## src/hw/rtl/jsu_pkg.sv

```systemverilog
`timescale 1ns / 1ps
// ----------------------------------------------------------------------------
// jsu_pkg
// Shared types, codes and helpers of the JSON string unescaper.
// ----------------------------------------------------------------------------
package jsu_pkg;

	localparam int BYTE_W = 8;
	localparam int KIND_W = 2;
	localparam int CODE_W = 3;

	typedef enum logic [KIND_W-1:0] {
		KIND_DATA = 2'd0,
		KIND_END  = 2'd1,
		KIND_ERR  = 2'd2
	} kind_t;

	typedef enum logic [CODE_W-1:0] {
		ERR_NONE      = 3'd0,
		ERR_BAD_HEX   = 3'd1,
		ERR_BAD_SURR  = 3'd2,
		ERR_BAD_CP    = 3'd3,
		ERR_NO_CLOSE  = 3'd4
	} err_t;

	localparam logic [7:0] CH_NUL    = 8'h00;
	localparam logic [7:0] CH_QUOTE  = 8'h22;
	localparam logic [7:0] CH_SLASH  = 8'h2f;
	localparam logic [7:0] CH_BSLASH = 8'h5c;
	localparam logic [7:0] CH_B      = 8'h62;
	localparam logic [7:0] CH_F      = 8'h66;
	localparam logic [7:0] CH_N      = 8'h6e;
	localparam logic [7:0] CH_R      = 8'h72;
	localparam logic [7:0] CH_T      = 8'h74;
	localparam logic [7:0] CH_U      = 8'h75;
	localparam logic [7:0] CTL_BS    = 8'h08;
	localparam logic [7:0] CTL_FF    = 8'h0c;
	localparam logic [7:0] CTL_LF    = 8'h0a;
	localparam logic [7:0] CTL_CR    = 8'h0d;
	localparam logic [7:0] CTL_TAB   = 8'h09;

	localparam logic [20:0] CP_TWO_BYTE   = 21'h00080;
	localparam logic [20:0] CP_THREE_BYTE = 21'h00800;
	localparam logic [20:0] CP_FOUR_BYTE  = 21'h10000;

	localparam logic [5:0] SURR_HIGH = 6'b110110;
	localparam logic [5:0] SURR_LOW  = 6'b110111;
	localparam logic [4:0] SURR_ANY  = 5'b11011;

	typedef struct packed {
		logic [BYTE_W-1:0] out_byte;
		kind_t             kind;
		err_t              code;
	} res_t;

	typedef struct packed {
		logic       ok;
		logic [3:0] val;
	} hex_t;

	function automatic hex_t hex_digit(input logic [7:0] c);
		hex_t h;
		h.ok  = 1'b1;
		h.val = 4'd0;
		if (c >= 8'h30 && c <= 8'h39) begin
			h.val = 4'(c - 8'h30);
		end else if (c >= 8'h61 && c <= 8'h66) begin
			h.val = 4'(c - 8'h57);
		end else if (c >= 8'h41 && c <= 8'h46) begin
			h.val = 4'(c - 8'h37);
		end else begin
			h.ok = 1'b0;
		end
		return h;
	endfunction

	function automatic res_t mk_res(input kind_t k, input logic [7:0] b, input err_t e);
		res_t r;
		r.out_byte = b;
		r.kind     = k;
		r.code     = e;
		return r;
	endfunction

endpackage

```

## src/hw/rtl/jsu_in_if.sv

```systemverilog
`timescale 1ns / 1ps
// ----------------------------------------------------------------------------
// jsu_in_if
// Raw string body channel: one byte per word.
// ----------------------------------------------------------------------------
interface jsu_in_if;
	logic                       valid;
	logic                       ready;
	logic [jsu_pkg::BYTE_W-1:0] in_byte;
	logic                       starts_string;

	modport source (output valid, output in_byte, output starts_string, input ready);
	modport sink (input valid, input in_byte, input starts_string, output ready);
endinterface

```

## src/hw/rtl/jsu_out_if.sv

```systemverilog
`timescale 1ns / 1ps
// ----------------------------------------------------------------------------
// jsu_out_if
// Decoded result channel: one result per word.
// ----------------------------------------------------------------------------
interface jsu_out_if;
	logic                       valid;
	logic                       ready;
	logic [jsu_pkg::BYTE_W-1:0] out_byte;
	logic [jsu_pkg::KIND_W-1:0] result_kind;
	logic [jsu_pkg::CODE_W-1:0] error_code;
	logic                       last_in_run;

	modport source (output valid, output out_byte, output result_kind, output error_code,
		output last_in_run, input ready);
	modport sink (input valid, input out_byte, input result_kind, input error_code,
		input last_in_run, output ready);
endinterface

```

## src/hw/rtl/jsu_cfg_if.sv

```systemverilog
`timescale 1ns / 1ps
// ----------------------------------------------------------------------------
// jsu_cfg_if
// Configuration write channel for the unicode decode enable.
// ----------------------------------------------------------------------------
interface jsu_cfg_if;
	logic valid;
	logic ready;
	logic decode_unicode;

	modport source (output valid, output decode_unicode, input ready);
	modport sink (input valid, input decode_unicode, output ready);
endinterface

```

## src/hw/rtl/json_string_unescape_utf8_top.sv

```systemverilog
`timescale 1ns / 1ps
// ----------------------------------------------------------------------------
// json_string_unescape_utf8_top
// JSON string body unescaper with UTF-8 output of unicode escapes.
// ----------------------------------------------------------------------------
// Usage:
//   raw     : bytes of a string body, starting after the opening quote; set
//             starts_string on the first byte of each string.
//   decoded : one word per result (data byte, end of string or error), with
//             last_in_run marking the final result of an input byte.
//   cfg     : writes decode_unicode (reset 1); write only while idle.
//   Each byte is registered, decoded combinationally and its 0 to 4 results
//   are loaded into a result buffer that drives the output. A byte is taken
//   every cycle while results keep up: the result buffer drains one word a
//   cycle while the receiver is ready, so a byte that expands into several
//   results (UTF-8 of a unicode escape, backslash pass-through) holds the
//   input while its results drain. Bytes that give no result pass at one per
//   cycle. When the receiver stalls, the buffer holds, then the input
//   register fills and ready drops. Reset empties both registers, sets the
//   decoder idle (bytes ignored until starts_string) and enables decoding.
// ----------------------------------------------------------------------------
module json_string_unescape_utf8_top (
	input  logic      clk,
	input  logic      arst_n,
	jsu_in_if.sink    raw,
	jsu_out_if.source decoded,
	jsu_cfg_if.sink   cfg
);

	typedef enum logic [6:0] {
		PH_IDLE = 7'b0000001,
		PH_TEXT = 7'b0000010,
		PH_ESC  = 7'b0000100,
		PH_HI   = 7'b0001000,
		PH_BSL  = 7'b0010000,
		PH_UCH  = 7'b0100000,
		PH_LO   = 7'b1000000
	} phase_t;

	logic                       vld_s1;
	logic [jsu_pkg::BYTE_W-1:0] byte_s1;
	logic                       start_s1;

	jsu_pkg::res_t              res_s2 [4];
	logic [2:0]                 cnt_s2;

	phase_t                     ph_q, ph_d, ph_cur;
	logic [1:0]                 dig_q, dig_d;
	logic [15:0]                fu_q, fu_d;
	logic [15:0]                su_q, su_d;
	logic                       dec_q;

	jsu_pkg::res_t              r [4];
	logic [2:0]                 n;
	logic                       do_plain;
	logic                       do_enc;
	logic [20:0]                cp;
	jsu_pkg::hex_t              h;

	logic                       buf_free;
	logic                       adv;
	logic                       out_hs;

	always_comb begin
		for (int i = 0; i < 4; i++) begin
			r[i] = '0;
		end
		n        = 3'd0;
		ph_d     = ph_q;
		dig_d    = dig_q;
		fu_d     = fu_q;
		su_d     = su_q;
		do_plain = 1'b0;
		do_enc   = 1'b0;
		cp       = '0;
		ph_cur   = ph_q;
		h        = jsu_pkg::hex_digit(byte_s1);
		if (start_s1) begin
			ph_cur = PH_TEXT;
			fu_d   = '0;
			su_d   = '0;
		end
		unique case (ph_cur)
			PH_TEXT: begin
				do_plain = 1'b1;
			end
			PH_ESC: begin
				ph_d = PH_TEXT;
				case (byte_s1)
					jsu_pkg::CH_BSLASH, jsu_pkg::CH_SLASH, jsu_pkg::CH_QUOTE: begin
						r[0] = jsu_pkg::mk_res(jsu_pkg::KIND_DATA, byte_s1, jsu_pkg::ERR_NONE);
						n    = 3'd1;
					end
					jsu_pkg::CH_B: begin
						r[0] = jsu_pkg::mk_res(jsu_pkg::KIND_DATA, jsu_pkg::CTL_BS, jsu_pkg::ERR_NONE);
						n    = 3'd1;
					end
					jsu_pkg::CH_F: begin
						r[0] = jsu_pkg::mk_res(jsu_pkg::KIND_DATA, jsu_pkg::CTL_FF, jsu_pkg::ERR_NONE);
						n    = 3'd1;
					end
					jsu_pkg::CH_N: begin
						r[0] = jsu_pkg::mk_res(jsu_pkg::KIND_DATA, jsu_pkg::CTL_LF, jsu_pkg::ERR_NONE);
						n    = 3'd1;
					end
					jsu_pkg::CH_R: begin
						r[0] = jsu_pkg::mk_res(jsu_pkg::KIND_DATA, jsu_pkg::CTL_CR, jsu_pkg::ERR_NONE);
						n    = 3'd1;
					end
					jsu_pkg::CH_T: begin
						r[0] = jsu_pkg::mk_res(jsu_pkg::KIND_DATA, jsu_pkg::CTL_TAB, jsu_pkg::ERR_NONE);
						n    = 3'd1;
					end
					default: begin
						if (byte_s1 == jsu_pkg::CH_U && dec_q) begin
							fu_d  = '0;
							dig_d = 2'd0;
							ph_d  = PH_HI;
						end else begin
							r[0]     = jsu_pkg::mk_res(jsu_pkg::KIND_DATA, jsu_pkg::CH_BSLASH,
								jsu_pkg::ERR_NONE);
							n        = 3'd1;
							do_plain = 1'b1;
						end
					end
				endcase
			end
			PH_HI: begin
				if (!h.ok) begin
					r[0] = jsu_pkg::mk_res(jsu_pkg::KIND_ERR, 8'h00, jsu_pkg::ERR_BAD_HEX);
					n    = 3'd1;
					ph_d = PH_IDLE;
				end else begin
					fu_d = {fu_q[11:0], h.val};
					if (dig_q != 2'd3) begin
						dig_d = 2'(dig_q + 2'd1);
					end else if (fu_d[15:10] == jsu_pkg::SURR_HIGH) begin
						ph_d = PH_BSL;
					end else if (fu_d[15:11] == jsu_pkg::SURR_ANY) begin
						r[0] = jsu_pkg::mk_res(jsu_pkg::KIND_ERR, 8'h00, jsu_pkg::ERR_BAD_CP);
						n    = 3'd1;
						ph_d = PH_IDLE;
					end else begin
						cp     = {5'd0, fu_d};
						do_enc = 1'b1;
					end
				end
			end
			PH_BSL: begin
				if (byte_s1 == jsu_pkg::CH_BSLASH) begin
					ph_d = PH_UCH;
				end else begin
					r[0] = jsu_pkg::mk_res(jsu_pkg::KIND_ERR, 8'h00, jsu_pkg::ERR_BAD_SURR);
					n    = 3'd1;
					ph_d = PH_IDLE;
				end
			end
			PH_UCH: begin
				if (byte_s1 == jsu_pkg::CH_U) begin
					su_d  = '0;
					dig_d = 2'd0;
					ph_d  = PH_LO;
				end else begin
					r[0] = jsu_pkg::mk_res(jsu_pkg::KIND_ERR, 8'h00, jsu_pkg::ERR_BAD_SURR);
					n    = 3'd1;
					ph_d = PH_IDLE;
				end
			end
			PH_LO: begin
				if (!h.ok) begin
					r[0] = jsu_pkg::mk_res(jsu_pkg::KIND_ERR, 8'h00, jsu_pkg::ERR_BAD_SURR);
					n    = 3'd1;
					ph_d = PH_IDLE;
				end else begin
					su_d = {su_q[11:0], h.val};
					if (dig_q != 2'd3) begin
						dig_d = 2'(dig_q + 2'd1);
					end else if (su_d[15:10] != jsu_pkg::SURR_LOW) begin
						r[0] = jsu_pkg::mk_res(jsu_pkg::KIND_ERR, 8'h00, jsu_pkg::ERR_BAD_SURR);
						n    = 3'd1;
						ph_d = PH_IDLE;
					end else begin
						cp     = jsu_pkg::CP_FOUR_BYTE + {1'b0, fu_q[9:0], su_d[9:0]};
						do_enc = 1'b1;
					end
				end
			end
			PH_IDLE: begin
				ph_d = PH_IDLE;
			end
			default: begin
				ph_d = PH_IDLE;
			end
		endcase

		if (do_plain) begin
			if (byte_s1 == jsu_pkg::CH_NUL) begin
				r[n[1:0]] = jsu_pkg::mk_res(jsu_pkg::KIND_ERR, 8'h00, jsu_pkg::ERR_NO_CLOSE);
				n         = 3'(n + 3'd1);
				ph_d      = PH_IDLE;
			end else if (byte_s1 == jsu_pkg::CH_QUOTE) begin
				r[n[1:0]] = jsu_pkg::mk_res(jsu_pkg::KIND_END, 8'h00, jsu_pkg::ERR_NONE);
				n         = 3'(n + 3'd1);
				ph_d      = PH_IDLE;
			end else if (byte_s1 == jsu_pkg::CH_BSLASH) begin
				ph_d = PH_ESC;
			end else begin
				r[n[1:0]] = jsu_pkg::mk_res(jsu_pkg::KIND_DATA, byte_s1, jsu_pkg::ERR_NONE);
				n         = 3'(n + 3'd1);
				ph_d      = PH_TEXT;
			end
		end

		if (do_enc) begin
			ph_d = PH_TEXT;
			if (cp < jsu_pkg::CP_TWO_BYTE) begin
				r[0] = jsu_pkg::mk_res(jsu_pkg::KIND_DATA, cp[7:0], jsu_pkg::ERR_NONE);
				n    = 3'd1;
			end else if (cp < jsu_pkg::CP_THREE_BYTE) begin
				r[0] = jsu_pkg::mk_res(jsu_pkg::KIND_DATA, {3'b110, cp[10:6]}, jsu_pkg::ERR_NONE);
				r[1] = jsu_pkg::mk_res(jsu_pkg::KIND_DATA, {2'b10, cp[5:0]}, jsu_pkg::ERR_NONE);
				n    = 3'd2;
			end else if (cp < jsu_pkg::CP_FOUR_BYTE) begin
				r[0] = jsu_pkg::mk_res(jsu_pkg::KIND_DATA, {4'b1110, cp[15:12]}, jsu_pkg::ERR_NONE);
				r[1] = jsu_pkg::mk_res(jsu_pkg::KIND_DATA, {2'b10, cp[11:6]}, jsu_pkg::ERR_NONE);
				r[2] = jsu_pkg::mk_res(jsu_pkg::KIND_DATA, {2'b10, cp[5:0]}, jsu_pkg::ERR_NONE);
				n    = 3'd3;
			end else begin
				r[0] = jsu_pkg::mk_res(jsu_pkg::KIND_DATA, {5'b11110, cp[20:18]}, jsu_pkg::ERR_NONE);
				r[1] = jsu_pkg::mk_res(jsu_pkg::KIND_DATA, {2'b10, cp[17:12]}, jsu_pkg::ERR_NONE);
				r[2] = jsu_pkg::mk_res(jsu_pkg::KIND_DATA, {2'b10, cp[11:6]}, jsu_pkg::ERR_NONE);
				r[3] = jsu_pkg::mk_res(jsu_pkg::KIND_DATA, {2'b10, cp[5:0]}, jsu_pkg::ERR_NONE);
				n    = 3'd4;
			end
		end
	end

	assign out_hs   = decoded.valid && decoded.ready;
	assign buf_free = (cnt_s2 == 3'd0) || (cnt_s2 == 3'd1 && decoded.ready);
	assign adv      = vld_s1 && (n == 3'd0 || buf_free);

	assign raw.ready = !vld_s1 || adv;
	assign cfg.ready = 1'b1;

	assign decoded.valid       = (cnt_s2 != 3'd0);
	assign decoded.out_byte    = res_s2[0].out_byte;
	assign decoded.result_kind = res_s2[0].kind;
	assign decoded.error_code  = res_s2[0].code;
	assign decoded.last_in_run = (cnt_s2 == 3'd1);

	// input register
	always_ff @(posedge clk or negedge arst_n) begin
		if (!arst_n) begin
			vld_s1 <= 1'b0;
		end else if (raw.ready) begin
			vld_s1 <= raw.valid;
		end
	end

	always_ff @(posedge clk) begin
		if (raw.ready && raw.valid) begin
			byte_s1  <= raw.in_byte;
			start_s1 <= raw.starts_string;
		end
	end

	// decoder state and configuration
	always_ff @(posedge clk or negedge arst_n) begin
		if (!arst_n) begin
			ph_q  <= PH_IDLE;
			dig_q <= 2'd0;
			fu_q  <= '0;
			su_q  <= '0;
			dec_q <= 1'b1;
		end else begin
			if (adv) begin
				ph_q  <= ph_d;
				dig_q <= dig_d;
				fu_q  <= fu_d;
				su_q  <= su_d;
			end
			if (cfg.valid && cfg.ready) begin
				dec_q <= cfg.decode_unicode;
			end
		end
	end

	// result buffer: load a whole run, drain one word per handshake
	always_ff @(posedge clk or negedge arst_n) begin
		if (!arst_n) begin
			cnt_s2 <= 3'd0;
		end else if (adv && n != 3'd0) begin
			cnt_s2 <= n;
		end else if (out_hs) begin
			cnt_s2 <= 3'(cnt_s2 - 3'd1);
		end
	end

	always_ff @(posedge clk) begin
		if (adv && n != 3'd0) begin
			for (int i = 0; i < 4; i++) begin
				res_s2[i] <= r[i];
			end
		end else if (out_hs) begin
			for (int i = 0; i < 3; i++) begin
				res_s2[i] <= res_s2[i+1];
			end
		end
	end

endmodule

```

## src/flat_wrapper.sv

```systemverilog
// flat-port wrapper written by rule: the top's interface ports become plain ports
module json_string_unescape_utf8_top_flat 
  (clk, arst_n, raw_valid, raw_in_byte, raw_starts_string, raw_ready, decoded_valid, decoded_out_byte, decoded_result_kind, decoded_error_code, decoded_last_in_run, decoded_ready, cfg_valid, cfg_decode_unicode, cfg_ready);
  jsu_in_if raw_i ();
  jsu_out_if decoded_i ();
  jsu_cfg_if cfg_i ();
  input  logic clk;
  input  logic arst_n;
  input wire logic [$bits(raw_i.valid)-1:0] raw_valid;
  input wire logic [$bits(raw_i.in_byte)-1:0] raw_in_byte;
  input wire logic [$bits(raw_i.starts_string)-1:0] raw_starts_string;
  output wire logic [$bits(raw_i.ready)-1:0] raw_ready;
  output wire logic [$bits(decoded_i.valid)-1:0] decoded_valid;
  output wire logic [$bits(decoded_i.out_byte)-1:0] decoded_out_byte;
  output wire logic [$bits(decoded_i.result_kind)-1:0] decoded_result_kind;
  output wire logic [$bits(decoded_i.error_code)-1:0] decoded_error_code;
  output wire logic [$bits(decoded_i.last_in_run)-1:0] decoded_last_in_run;
  input wire logic [$bits(decoded_i.ready)-1:0] decoded_ready;
  input wire logic [$bits(cfg_i.valid)-1:0] cfg_valid;
  input wire logic [$bits(cfg_i.decode_unicode)-1:0] cfg_decode_unicode;
  output wire logic [$bits(cfg_i.ready)-1:0] cfg_ready;
  assign raw_i.valid = raw_valid;
  assign raw_i.in_byte = raw_in_byte;
  assign raw_i.starts_string = raw_starts_string;
  assign raw_ready = raw_i.ready;
  assign decoded_valid = decoded_i.valid;
  assign decoded_out_byte = decoded_i.out_byte;
  assign decoded_result_kind = decoded_i.result_kind;
  assign decoded_error_code = decoded_i.error_code;
  assign decoded_last_in_run = decoded_i.last_in_run;
  assign decoded_i.ready = decoded_ready;
  assign cfg_i.valid = cfg_valid;
  assign cfg_i.decode_unicode = cfg_decode_unicode;
  assign cfg_ready = cfg_i.ready;
  json_string_unescape_utf8_top u_core (.clk(clk), .arst_n(arst_n), .raw(raw_i), .decoded(decoded_i), .cfg(cfg_i));
endmodule
```

## config.mk

```make
export PLATFORM = sky130hd
export DESIGN_NAME = json_string_unescape_utf8_top_flat
export DESIGN_NICKNAME = d
export VERILOG_FILES = /design/src/hw/rtl/jsu_pkg.sv /design/src/hw/rtl/jsu_in_if.sv /design/src/hw/rtl/jsu_out_if.sv /design/src/hw/rtl/jsu_cfg_if.sv /design/src/hw/rtl/json_string_unescape_utf8_top.sv /design/src/flat_wrapper.sv
export SDC_FILE = /design/constraint.sdc
export NUM_CORES = 1
export LEC_CHECK = 0
export CORE_ASPECT_RATIO = 1.2
export CORE_UTILIZATION = 60
export DETAILED_ROUTE_END_ITERATION = 10
export DONT_BUFFER_PORTS = 1
export GPL_TIMING_DRIVEN = 0
export PLACE_DENSITY = 0.76
export RECOVER_POWER = 50
export SYNTH_ARGS = -nofsm -noshare
export SYNTH_HDL_FRONTEND = slang
export SYNTH_SLANG_ARGS = --single-unit
```

## constraint.sdc

```tcl
create_clock -name clk -period 10.85 [get_ports clk]
set_clock_uncertainty 0.2 [all_clocks]
set_input_delay 3.255 -clock clk [delete_from_list [all_inputs] [get_ports clk]]
set_output_delay 3.255 -clock clk [all_outputs]
set_load 0.03 [all_outputs]
```

==> results by group <==
Global route
  – Pin count of the biggest net entering global routing: 39
  – Total gr overflow: 0
  – Vias in the first global route: 4774
  – Initial antenna violation count: 0
  – First-pass GRT wire length: 26400 µm
  – Total Routing Usage GR: 35.7%

Detailed routing
  – Post-DRT Antenna Nets: 0
  – Final wirelength: 17200 µm
  – Wirelength per Cell: 23.3 µm
  – Via density: 7.06
  – DRT iter0 DRCs: 527
  – First-pass DRT Iterations: 7
  – DRC: 0
  – Vias: 5221

Yosys
  – Seq/Total Area, Yosys: 41.2%
  – Post-synthesis compound-gate area fraction: 21.5%
  – Mapped Nets: 629
  – Post-synth EDFFs: 46
  – Post-synthesis adder-cell area fraction: 2.43%
  – Yosys cell types: 83
  – Combinational family with the most area after synthesis: simple AND/OR/NAND/NOR gates
  – Post-Syn Area: 0.00567 mm²
  – Synthesis-stage register bit count: 84
  – Mux contribution to synthesized area: 7.13%
  – Simple-gate share of the synthesized area: 23.0%
  – Mapped Cells: 603
  – Ys Warns: 0
  – Mean Syn Cell Area: 9.40 µm²
  – Prevailing post-synth register cell: edfxtp_1
  – Async set or reset register ratio after synthesis: 45.2%
  – Xor/xnor share of the synthesized area: 0.772%

Pwr
  – Pwr Density: 212 mW/mm²
  – Leak pwr: 2.34 nW
  – Max VDD drop: 0.110 mV

Floorplanning
  – Die height: 108 µm
  – IO Count: 32
  – Die Footprint: 0.00984 mm²
  – Row Count: 38
  – Starting density of the core: 62.1%
  – Die width: 90.7 µm
  – Core area: 0.00913 mm²

Outcome
  – Outcome: completed

Setup path
  – Worst R2R Start: u_core.byte_s1[0]
  – Req. time, crit path: 7.40 ns
  – Worst r2r path cells: 13
  – Max Fanout on Critical Path: 8
  – Critical Path Sink Type: output port
  – Reg2reg setup slack: 4.99 ns
  – FF-to-FF End: u_core.res_s2[1][3]
  – CP Launch Type: flip-flop
  – Arrival @ worst endpoint: 4.67 ns
  – Crit Path Category: flip-flop to output port

STA
  – Worst-Margin Slew: 1.20 ns
  – Crit path time final: 8.13 ns
  – RSZ-0062 raised after global routing: false
  – Final Hold Vio Count: 0
  – Final setup viols: 0
  – Slew headroom: 19.6%
  – Final setup TNS: 0 ns
  – Peak Freq: 123 MHz
  – Fin. max-slew vios: 0
  – Period utilization: 74.9%

Cells and area
  – Post-Layout Cell Count: 739
  – Layout cell share with drive strength beyond 1: 11.3%
  – Area grow syn2layout: 6.44%
  – # nets final: 640
  – Fillers: 765
  – Final Cell Area: 0.00603 mm²
  – Diode count: 0
  – Final core occ: 66.1%

CTS
  – Num CTS Buffers: 9
  – Clock Sinks: 84
  – Clk root buf: clkbuf_8
  – TritonCTS clock tree: yes
  – Clk buf depth: 2
  – Post-CTS sizing: 0
  – Cts-stage hold buffer count: 0
  – Clock Latency Late Sink: 0.38 ns
  – Max H-tree Level: 3
  – Setup bufs post-CTS: 0
  – Reg clk slew, reported paths: 0.09 ns

Placed design
  – Port-buffer cells: 0
  – Placement Cell Area: 0.00582 mm²
  – Hpwl dp: 12800 µm
  – Placed cell count: 723
  – RePlAce Congestion: 0.969

Min path
  – Type of the tightest min-delay check: flip-flop to flip-flop
  – Hold endpoint: u_core.dig_q[0]
  – Hold Startpoint: u_core.dig_q[0]
  – Cell count of the worst hold path: 1

Job
  – Max-Cap Viols: 0
## logic make-up (layout without fill, tap and decap cells)
logic type | after synthesis | in the layout
and+or+nand+nor | 245 | 245
buffers and inverters | 50 | 66
DFF | 84 | 84
AOI/OAI and AO/OA | 169 | 169
xor gates and xnor gates | 5 | 5
adders and majority gates | 11 | 11
muxes | 37 | 37
other | 2 | 2
## per-stage QoR
step                      power (mW)  hold slack [ns]  setup WS (ns)
after floorplan                0.879            0.257           3.47
after global placement         0.989            0.268           3.09
after detailed placement        1.01            0.276           3.10
after CTS                       1.28            0.287           3.06
after global routing            1.33            0.308           2.45
final                           1.28            0.284           2.72
## metal layers
metal | global-route usage (%) | part of all wire (%) | vias up
met5 | 0 | 0 | -
met4 | 19.5 | 4.8 | 0
met3 | 4.78 | 7.3 | 76
met2 | 57.4 | 47 | 312
met1 | 46.8 | 41 | 2528
li1 | - | - | 2305
## worst max path at each step
stage	from	end	slack, ns	cells after the start
final	u_core.byte_s1[0]	raw_ready	2.72	13
after global placement	decoded_ready	raw_ready	3.09	2
after detailed placement	decoded_ready	raw_ready	3.10	2
after global routing	u_core.byte_s1[0]	raw_ready	2.45	13
after floorplan	decoded_ready	raw_ready	3.47	2
after CTS	u_core.byte_s1[0]	raw_ready	3.06	13
## area by class of cell
type                       instances  area [µm²]  area share (%)
multi-input combinational        469        3110            51.5
sequential                        84        2330            38.7
tap                              120         150            2.49
clock buffer                       9         124            2.05
clock inverter                     7         115            1.91
buffer                            27         114            1.89
inverter                          23        86.3            1.43
## Yosys cell counts (3+ instances only)
master	number	area, µm²
a211oi_1	8	60.1
a21o_1	4	30.0
a21oi_1	31	155
a221o_1	4	40.0
a22o_1	21	184
a22oi_1	9	67.6
a31oi_1	7	43.8
and2_1	6	37.5
and3_1	12	75.1
buf_2	11	55.1
clkbuf_1	12	45.0
dfrtp_1	36	901
edfxtp_1	46	1380
ha_1	11	138
inv_1	23	86.3
mux2_1	7	78.8
mux2_2	20	225
mux2i_1	10	100
nand2_1	73	274
nand2b_1	7	43.8
nand3_1	26	130
nand4_1	6	37.5
nor2_1	50	188
nor2b_1	4	25.0
nor3_1	15	75.1
nor3b_1	6	45.0
nor4_1	3	18.8
nor4_4	3	63.8
o211ai_1	5	37.5
o21ai_0	32	160
o21ai_1	3	15.0
o221ai_1	3	26.3
o22ai_1	3	18.8
o2bb2ai_1	3	26.3
o311ai_0	5	43.8
or2_1	3	18.8
or2_2	4	25.0
or3_1	5	31.3
xnor2_1	3	26.3
## layout by cell type (no fill, tap or decap), types with 5 or more instances in the layout
master     n
a21oi_1   31
clkbuf_8   9
a211oi_1   8
nand4_1    6
buf_2      7
mux2i_1   10
mux2_1     7
nand2b_1   7
mux2_2    20
nand2_1   73
o311ai_0   5
dfrtp_1   36
ha_1      11
o211ai_1   5
and2_1     6
a31oi_1    7
clkbuf_1  19
o21ai_0   33
nand3_1   26
a22oi_1    9
or3_1      5
nor2_1    50
nor3b_1    6
and3_1    12
a22o_1    21
inv_1     23
nor3_1    15
edfxtp_1  46
## worst max-delay path, stage by stage (launching register included)
cell and delay (ns):
edfxtp_1 0.54, inv_1 0.15, ha_1 0.30, nor2b_1 0.25, and3_1 0.19, clkbuf_1 0.31, o22ai_1 0.17, a221oi_1 0.71
nand2_1 0.11, ha_1 0.29, or2_2 0.36, a21o_1 0.29, or2_2 0.34, nand3_1 0.26
## power breakdown
part,internal [mW],switching [mW]
clock,0.152,0.122
sequential,0.469,0.115
combinational,0.145,0.278
## flip-flops by register name, summed over array words and instances (netlist names), 2 cells and up
name	cells
u_core.fu_q	12
u_core.cnt_s2	3
u_core.dig_q	2
u_core.byte_s1	8
u_core.ph_q	7
u_core.su_q	12
u_core.res_s2	37
Power figures use the tool's default switching activity.
